### config.mk
export PLATFORM = sky130hd
export DESIGN_NAME = pns_kmer
export DESIGN_NICKNAME = d
export VERILOG_FILES = /design/src/design/pns_pkg.sv /design/src/design/pns_kmer.sv
export SDC_FILE = /design/constraint.sdc
export NUM_CORES = 1
export LEC_CHECK = 0
export ABC_AREA = 1
export BUFFER_PORTS_ARGS = -buffer_cell sky130_fd_sc_hd__buf_2
export CAP_MARGIN = 15
export CORE_MARGIN = 4
export CORE_UTILIZATION = 47
export DETAILED_ROUTE_END_ITERATION = 10
export PLACE_DENSITY = 0.71
export RECOVER_POWER = 25
export SLEW_MARGIN = 10
export SYNTH_ARGS = -nofsm -noshare
export SYNTH_HDL_FRONTEND = slang
export SYNTH_SLANG_ARGS = --single-unit
### constraint.sdc
create_clock -name vclk -period 3.7
set_clock_uncertainty 0.05 [all_clocks]
set_input_delay 0.74 -clock vclk [all_inputs]
set_output_delay 0.74 -clock vclk [all_outputs]
set_load 0.01 [all_outputs]
### src/design/pns_pkg.sv
package pns_pkg;

	typedef enum logic {
		OP_WRITE = 1'b0,
		OP_READ  = 1'b1
	} op_t;

	localparam int unsigned BASES_PER_WORD = 16;
	localparam logic [4:0]  MAX_COUNT      = 5'd16;
	localparam logic [1:0]  CODE_A         = 2'b00;
	localparam logic [1:0]  CODE_C         = 2'b01;
	localparam logic [1:0]  CODE_G         = 2'b10;
	localparam logic [1:0]  CODE_T         = 2'b11;

	typedef struct packed {
		op_t         opcode;
		logic [13:0] position;
		logic [7:0]  base_char;
		logic [1:0]  fill_code;
		logic [4:0]  read_count;
	} req_t;

	// ascii letter to 2-bit code, either case
	function automatic logic [1:0] letter_code(input logic [7:0] ch, input logic [1:0] fill);
		logic [1:0] code;
		case (ch)
			8'h41, 8'h61: code = CODE_A;
			8'h43, 8'h63: code = CODE_C;
			8'h47, 8'h67: code = CODE_G;
			8'h54, 8'h74: code = CODE_T;
			default:      code = fill;
		endcase
		return code;
	endfunction

endpackage

### src/design/pns_kmer.sv
module pns_kmer import pns_pkg::*; (
	input  logic [31:0] word_hi,
	input  logic [31:0] word_lo,
	input  logic [3:0]  offset,
	input  logic [4:0]  read_count,
	input  logic        in_range,
	output logic [31:0] kmer
);

	logic [63:0] pair;
	logic [63:0] aligned;
	logic [31:0] window;
	logic [4:0]  count;
	logic [5:0]  rshift;

	always_comb begin
		pair    = {word_hi, word_lo};
		aligned = pair << {offset, 1'b0};
		window  = aligned[63:32];
		count   = (read_count > MAX_COUNT) ? MAX_COUNT : read_count;
		// a zero count shifts by the full width and yields zero
		rshift  = {MAX_COUNT - count, 1'b0};
		kmer    = in_range ? (window >> rshift) : 32'd0;
	end

endmodule
Yosys cells after proc, flatten, opt, wreduce, memory -nomap -nowiden. Index checks and enable logic that the tools add are counted.

Add/sub/neg operators: 1. Magnitude comparators: 1. Shifts and indexed selects: 2. Multiplexer cells: 2.

Operators by type and width (number): $shl A64 B5 Y64 (1); $mux W32 (1); $shr A32 B6 Y32 (1); $gt A5 B5 Y1 const B (1); $mux W5 (1); $sub A5 B5 Y5 const A (1).

Word-level logic and storage cells: 6. Flip-flop bits (word level): 0. Input bits: 74. Output and inout bits: 32.

Logic depth before layout (Yosys ltp). Gate-level depths: netlist of run 1.

Depth after elaboration: 5. Gate-level depth with buffers: 14.

Worst setup path after synthesis of run 1. OpenSTA, ideal clock, no wires.

Kind: input-to-output. From: input port read_count[0]. To: output port kmer[2]. Cell stages on the path: 13. Setup slack: 393 ps. Arrival: 2517 ps. Cell sequence: nor2_2 nand3_2 nand2_2 nand2_4 buf_2 ha_1 clkbuf_1 buf_1 nand3_1 nand2_1 nand2_1 nand3_1 nand2_1.

Word-level cells in the longest chain between the ends: 5.

Ends and longest elaborated chain: from (decl) (line pns_kmer.sv:5) `input logic [4:0] read_count,`; $gt A5 B5 Y1 (line pns_kmer.sv:20) `count = (read_count > MAX_COUNT) ? MAX_COUNT : read_count;`; $mux W5 * (line pns_kmer.sv:20); $sub A5 B5 Y5 * (line pns_kmer.sv:22) `rshift = {MAX_COUNT - count, 1'b0};`; $shr A32 B6 Y32 * (line pns_kmer.sv:23) `kmer = in_range ? (window >> rshift) : 32'd0;`; $mux W32 * (line pns_kmer.sv:23); to (decl) (line pns_kmer.sv:7) `output logic [31:0] kmer`.

Mark *: on every way between the ends. The rest lies on a longest branch, timed or not.

Final worst setup path of run 1.
From: input port read_count[0]. To: output port kmer[4].

The elaborated chain is that of the path after synthesis.

==> run_results.csv, run 1 <==
group,metric,value,unit
global_route,grt_util_all_layers,25.40,%
finish,drive_gt1_share,18.06,%
floorplan,fp-row-count,32,
timing,finalSetupViolCount,0,
finish,clkbuf_count,0,
synthesis,synth_cells,771,
finish,multi_input_area,3293,µm²
synthesis,synthesis.area,3787,µm²
synthesis,synth_area_leader_cell,"nand3_1",
timing,rsz0062_at_grt,"false",
clock_network,post_cts_buffers,0,
synthesis,netlist.area_leader.share,51.01,%
drt,viasPerCell,5.919,
global_route,grt_pass1_vias,4656,
worst_setup_path,required,2910,ps
floorplan,die_area,9558,µm²
synthesis,synth_xor_area_share,0,%
drt,ant_nets,0,
global_route,grt_max_degree,61,
timing,finalSetupTns,0,ps
finish,seq_area,0,µm²
worst_setup_path,worst_setup_path_end_kind,"output port",
finish,n_antenna_cell,0,
floorplan,die_h,97.77,µm
synthesis,syn_area_per_cell,4.912,µm²
finish,fin_area,4164,µm²
clock_network,cts_hold_buf,0,
drt,first_pass_iters,5,
floorplan,initial_core_util,48.76,%
power,ir_drop,0.09996,mV
synthesis,yosys.cell_types.count,26,
worst_setup_path,critPathMaxFanout,30,
global_route,grt_pass1_wl,21.33,mm
placed_design,gp_congestion,0.9877,
synthesis,synth_simple_gate_area_share,86.52,%
timing,fin_crit,3395,ps
global_route,grt_remaining_overflow,0,
timing,slew_headroom,59.34,%
worst_setup_path,arrival,2610,ps
hold_path,hp-class,"input pin to output port",
global_route,antenna_found_initial,0,
drt,drtIter0Drc,676,
finish,final_common_cell,"nand3_1",
finish,n_fill_cell,890,
finish,synthToLayoutAreaGrowth,9.944,%
synthesis,synth_top_family_by_area,"simple AND/OR/NAND/NOR gates",
drt,drt_wl_total,13.06,mm
drt,vias,5487,
placed_design,io_buffers,104,
synthesis,ys_warn_count,0,
synthesis,synth_seq_area_share,0,%
flow_run,maxCapViolations,0,
synthesis,synth_compound_area_share,0.3634,%
status,status,"complete, no violations",
worst_setup_path,crit_type,"input pin to output port",
synthesis,synth_area_leaders,"nand3_1 51%, nand2_1 25%, buf_6 3.9%",
floorplan,die_w,97.77,µm
timing,fmax,294.5,MHz
placed_design,dpl.hpwl,10.15,mm
worst_setup_path,startpoint_type,"input pin",
timing,min_period_over_period,91.76,%
floorplan,ioPinCount,106,
power,powerDensity,176.6,nW/µm²
timing,whs,1976,ps
drt,drcViolationCount,0,
synthesis,synthAdderAreaFrac,0.3304,%
timing,slew_violations,0,
floorplan,core,7767,µm²
finish,mostFrequentLayoutCells,"387 x nand3_1, 254 x nand2_1, 102 x buf_2",
finish,nets,902,
drt,wl_per_cell,14.09,µm
timing,hold_viol,0,
synthesis,syn_nets,846,
power,finalPower,0.7354,mW
clock_network,ctsResizeCount,0,
timing,worstMarginPinSlew,609.2,ps
synthesis,muxShareOfSynthArea,0,%
power,p_leak,2.215,nW
placed_design,placed_area,4177,µm²
finish,seq_cell_count,0,
-- per-layer routing --
metal / track usage [%] / part of all wire, %
met2: 43.23 / 48
met4: 4.047 / 1.3
met3: 2.286 / 7.9
met1: 35.47 / 43
met5: 0 / 0
-- critical path, cell delays in order --
cell	delay, ps
buf_2	120
nor2_2	120
nand3_1	110
nand2_2	120
nand2_4	110
ha_1	220
or2_1	240
nand2_2	70
buf_4	280
nand3_1	140
nand3_1	110
nand2_1	60
buf_2	140
-- logic make-up (layout without fill, tap and decap cells) --
logic type	count (synthesis)	count (layout)
buffers and inverters	79	133
AO/OA/AOI/OAI	2	2
AND/OR/NAND/NOR	689	689
adder cells (fa/ha/maj)	1	1
-- final timing paths --
kind / from / end / slack (ps) / depth (start not counted)
worst max-delay path: read_count[0] / kmer[4] / 300 / 13
worst min-delay path: in_range / kmer[14] / 1980 / 6
-- report_power, final --
group	leakage [nW]	total [mW]	switching (mW)	internal, mW
logic	2.22	0.735	0.483	0.252
clock network	0	0	0	0
registers	0	0	0	0
total	2.22	0.735	0.483	0.252
-- stage by stage --
| stage | setup slack [ps] | instances | util (%) |
|---|---|---|---|
| 2_1_floorplan | 392.9 | 771 | - |
| 3_3_place_gp | 344.7 | 927 | 53.77 |
| 3_5_place_dp | 319.7 | 927 | 53.77 |
| 4_1_cts | 321.8 | 927 | 53.77 |
| 5_1_grt | 62.15 | 927 | 53.61 |
| 6_report | 304.9 | 927 | 53.61 |
-- cell usage after synthesis --
| master | count |
|---|---|
| nand2_1 | 254 |
| buf_4 | 12 |
| ha_1 | 1 |
| nand3_4 | 1 |
| buf_1 | 8 |
| nand2_2 | 4 |
| inv_1 | 9 |
| a21oi_2 | 1 |
| buf_2 | 23 |
| nor3_2 | 8 |
| o21ai_0 | 1 |
| inv_6 | 1 |
| buf_8 | 1 |
| clkinv_1 | 1 |
| nor2_4 | 1 |
| nor2_2 | 1 |
| or2_1 | 1 |
| nand2_4 | 1 |
| nor2_1 | 10 |
| nor2_8 | 1 |
| buf_6 | 13 |
| nand3_1 | 386 |
| nand3_2 | 12 |
| inv_2 | 5 |
| nand4_1 | 9 |
| clkbuf_1 | 6 |
-- final cells by class --
type	instances	share of cell area, %
repair buffers	117	16.29
inverters	16	1.563
multi-input cells	692	79.09
well taps	102	3.065
Power figures use the tool's default switching activity.
==> run 2, diff against run 1 <==
Settings changed: PLACE_DENSITY 0.71 to 0.73.
==> run_results.csv, run 2 (synthesis gave the netlist of run 1 again) <==
group,metric,value,unit
finish,final_common_cell,"nand3_1",
floorplan,die_h,97.77,µm
placed_design,gp_congestion,0.9598,
worst_setup_path,arrival,2590,ps
finish,clkbuf_count,0,
clock_network,ctsResizeCount,0,
drt,viasPerCell,6.027,
floorplan,die_w,97.77,µm
drt,wl_per_cell,13.93,µm
finish,fin_util,53.67,%
placed_design,place_ws,358.8,ps
hold_path,hp-class,"input pin to output port",
status,status,"complete, no violations",
timing,hold_viol,0,
timing,worst_slack,318.4,ps
drt,first_pass_iters,6,
power,p_leak,2.220,nW
floorplan,die_area,9558,µm²
global_route,grt_pass1_vias,4762,
flow_run,maxCapViolations,0,
finish,mostFrequentLayoutCells,"386 x nand3_1, 255 x nand2_1, 102 x buf_2",
power,ir_drop,0.1363,mV
finish,seq_cell_count,0,
finish,drive_gt1_share,18.04,%
power,powerDensity,175.6,nW/µm²
timing,worstMarginPinSlew,562.3,ps
global_route,grt_remaining_overflow,0,
timing,finalSetupTns,0,ps
finish,n_antenna_cell,0,
finish,nets,903,
timing,finalSetupViolCount,0,
drt,drcViolationCount,0,
timing,fmax,295.7,MHz
floorplan,core,7767,µm²
worst_setup_path,required,2910,ps
floorplan,ioPinCount,106,
placed_design,io_buffers,104,
clock_network,cts_hold_buf,0,
timing,min_period_over_period,91.39,%
worst_setup_path,critPathMaxFanout,17,
global_route,grt_util_all_layers,25.82,%
finish,synthToLayoutAreaGrowth,10.08,%
drt,drtIter0Drc,532,
placed_design,dpl.hpwl,9.972,mm
drt,ant_nets,0,
placed_design,dp_cells,928,
drt,vias,5593,
timing,slew_violations,0,
finish,stdcell_count,928,
clock_network,post_cts_buffers,0,
timing,rsz0062_at_grt,"false",
worst_setup_path,worst_setup_path_end_kind,"output port",
drt,drt_wl_total,12.93,mm
hold_path,holdPathStages,6,
floorplan,fp-row-count,32,
floorplan,initial_core_util,48.76,%
finish,seq_area,0,µm²
global_route,grt_max_degree,61,
worst_setup_path,crit_type,"input pin to output port",
finish,n_fill_cell,883,
timing,fin_crit,3382,ps
global_route,antenna_found_initial,0,
worst_setup_path,startpoint_type,"input pin",
timing,slew_headroom,62.46,%
global_route,grt_pass1_wl,21.71,mm
-- run 2: changes by cell type in the layout (fill, tap and decap cells not counted) --
cell | previous run | this run
nand3_1 | 387 | 386
nor3_1 | 1 | 2
nand2_1 | 254 | 255
nand2_2 | 4 | 3
buf_4 | 8 | 9
nor3_2 | 7 | 6
nand3_2 | 11 | 12
-- run 2: layer usage --
| layer | GRT usage (%) | vias to the layer above | part of all wire (%) |
|---|---|---|---|
| met4 | 7.561 | 0 | 3.7 |
| met3 | 1.500 | 42 | 6.5 |
| met5 | 0 | - | 0 |
| met1 | 34.49 | 2521 | 42 |
| li1 | - | 2787 | - |
| met2 | 44.75 | 243 | 48 |
-- run 2: where the power goes --
group / total [mW] / internal (mW) / switching [mW]
sequential: 0 / 0 / 0
combinational: 0.732 / 0.253 / 0.480
clock: 0 / 0 / 0
total: 0.732 / 0.253 / 0.480
-- run 2: per-stage QoR --
| step | hold slack, ps | instance area, µm² | power (mW) |
|---|---|---|---|
| after global placement | 1982 | 4184 | 0.7184 |
| after detailed placement | 1984 | 4184 | 0.7237 |
| final | 1968 | 4169 | 0.7322 |
| after floorplan | 1720 | 3787 | 0.5512 |
| after CTS | 1984 | 4184 | 0.7263 |
| after global routing | 2010 | 4169 | 0.8247 |
-- run 2: path summary, 6_finish.rpt --
kind           from  endpoint  slack [ps]
max   read_count[0]  kmer[25]         320
min        in_range  kmer[14]        1970
-- run 2: final cells by class --
class                           instances  area (µm²)  share of cell area (%)
Tap cell                              102       127.6                   3.061
Multi-Input combinational cell        692        3291                   78.93
Inverter                               16       65.06                   1.561
Timing Repair Buffer                  118       685.7                   16.45
-- run 2: critical path: stages --
cell	delay [ps]
buf_2	120
nor2_2	130
nand3_2	80
nand2_1	150
nand2_1	80
ha_1	220
nand4_1	140
nand3_4	130
nor2_8	230
inv_2	190
nor3_1	210
buf_2	160
==> run 3, diff against run 2 <==
Clock period 3.7 ns to 3.3 ns, I/O delays scaled along.
==> run_results.csv, run 3 (synthesis gave the netlist of run 1 again) <==
group,metric,value,unit
worst_setup_path,critPathMaxFanout,34,
power,finalPower,0.8334,mW
drt,drtIter0Drc,503,
global_route,antenna_found_initial,0,
timing,finalSetupViolCount,0,
worst_setup_path,worst_setup_path_end_kind,"output port",
placed_design,gp_congestion,0.9924,
global_route,grt_remaining_overflow,0,
placed_design,dpl.hpwl,10.07,mm
finish,clkbuf_count,0,
finish,seq_cell_count,0,
power,seqPwrFrac,0,%
worst_setup_path,crit_chain,"buf_2 -> nor2_2 -> nand3_2 -> nand2_4 -> nand2_1 -> ha_1 -> clkinv_1 -> buf_12 -> nand4_1 -> buf_4 -> nor3_2 -> buf_2",
timing,worstMarginPinSlew,487.1,ps
floorplan,core,7767,µm²
flow_run,maxCapViolations,0,
power,p_leak,2.258,nW
timing,slew_violations,0,
drt,vias,5593,
status,status,"complete, no violations",
finish,n_fill_cell,912,
finish,synthToLayoutAreaGrowth,11.50,%
floorplan,fp-row-count,32,
finish,final_common_cell,"nand3_1",
timing,hold_viol,0,
drt,ant_nets,0,
timing,fmax,321.2,MHz
floorplan,initial_core_util,48.76,%
finish,drive_gt1_share,18.53,%
finish,nets,908,
worst_setup_path,crit_type,"input pin to output port",
power,pwr-share-clk,0,%
timing,finalSetupTns,0,ps
finish,seq_area,0,µm²
global_route,grt_pass1_wl,21.71,mm
global_route,grt_max_degree,61,
drt,viasPerCell,5.995,
timing,whs,1838,ps
power,combPwrFrac,100.0,%
floorplan,die_w,97.77,µm
floorplan,die_area,9558,µm²
floorplan,ioPinCount,106,
hold_path,hp-class,"input pin to output port",
floorplan,die_h,97.77,µm
power,powerDensity,197.4,nW/µm²
clock_network,cts_hold_buf,0,
timing,fin_crit,3113,ps
timing,min_period_over_period,94.34,%
drt,wl_per_cell,13.87,µm
power,swShare,64.76,%
worst_setup_path,worst_path_max_delay_cell,"ha_1",
finish,mostFrequentLayoutCells,"386 x nand3_1, 254 x nand2_1, 104 x buf_2",
power,p_int,0.2937,mW
finish,n_antenna_cell,0,
power,ir_drop,0.1292,mV
worst_setup_path,arrival,2400,ps
finish,fin_util,54.37,%
timing,rsz0062_at_grt,"false",
worst_setup_path,startpoint_type,"input pin",
drt,first_pass_iters,6,
global_route,grt_util_all_layers,25.65,%
worst_setup_path,required,2590,ps
power,switchingPower,0.5397,mW
global_route,grt_pass1_vias,4984,
placed_design,io_buffers,104,
worst_setup_path,cp_common_cell,"buf_2",
timing,slew_headroom,67.52,%
worst_setup_path,cp_slowest_stage_delay,300,ps
drt,drt_wl_total,12.95,mm
drt,drcViolationCount,0,
## run 3: cell count changes in the layout (fill, tap and decap cells not counted), sizes merged
cell,change
buf,+7
clkbuf,-2
## run 3: timing repair
action / in CTS / in global routing
setup buffers: 0 / 1
resized for setup: 0 / 5
endpoints found under the setup margin: 0 / 18
endpoints found under the hold margin: 0 / 0
## run 3: final timing paths
kind | end | slack, ps | startpoint | cells after the start
worst max-delay path | kmer[31] | 190 | read_count[0] | 12
worst min-delay path | kmer[14] | 1840 | in_range | 6
## run 3: final cells by class
class | count | area, µm² | area share (%)
timing repair buffer | 123 | 742.0 | 17.57
inverter | 16 | 70.07 | 1.659
tap | 102 | 127.6 | 3.022
multi-input combinational | 692 | 3283 | 77.75
## run 3: power by group through the flow
stage	Clock, mW	Sequential, mW	Combinational (mW)
6_report	0	0	0.833
4_1_cts	0	0	0.822
3_5_place_dp	0	0	0.820
3_3_place_gp	0	0	0.813
5_1_grt	0	0	0.938
2_1_floorplan	0	0	0.618
## run 3: layer usage
metal  share of wire, %  vias to the layer above  global-route usage [%]
met5                  0                        -                       0
met4                3.1                        0                   7.774
met3                6.7                       36                   2.786
met2                 48                      218                   45.18
met1                 42                     2542                   32.82
li1                   -                     2797                       -
## run 3: stage by stage
step | setup slack [ps] | cells | area [µm²]
floorplan | 152.9 | 771 | 3787
global placement | 144.9 | 932 | 4227
detailed placement | 121.9 | 932 | 4227
CTS | 115.2 | 932 | 4227
global route | 6.456 | 933 | 4223
finish | 186.9 | 933 | 4223
## run 3: critical path, delay by kind of cell
family,cells,cell delay [ps]
adders and majority gates,1,300
buffers and inverters,5,730
and+or+nand+nor,6,710
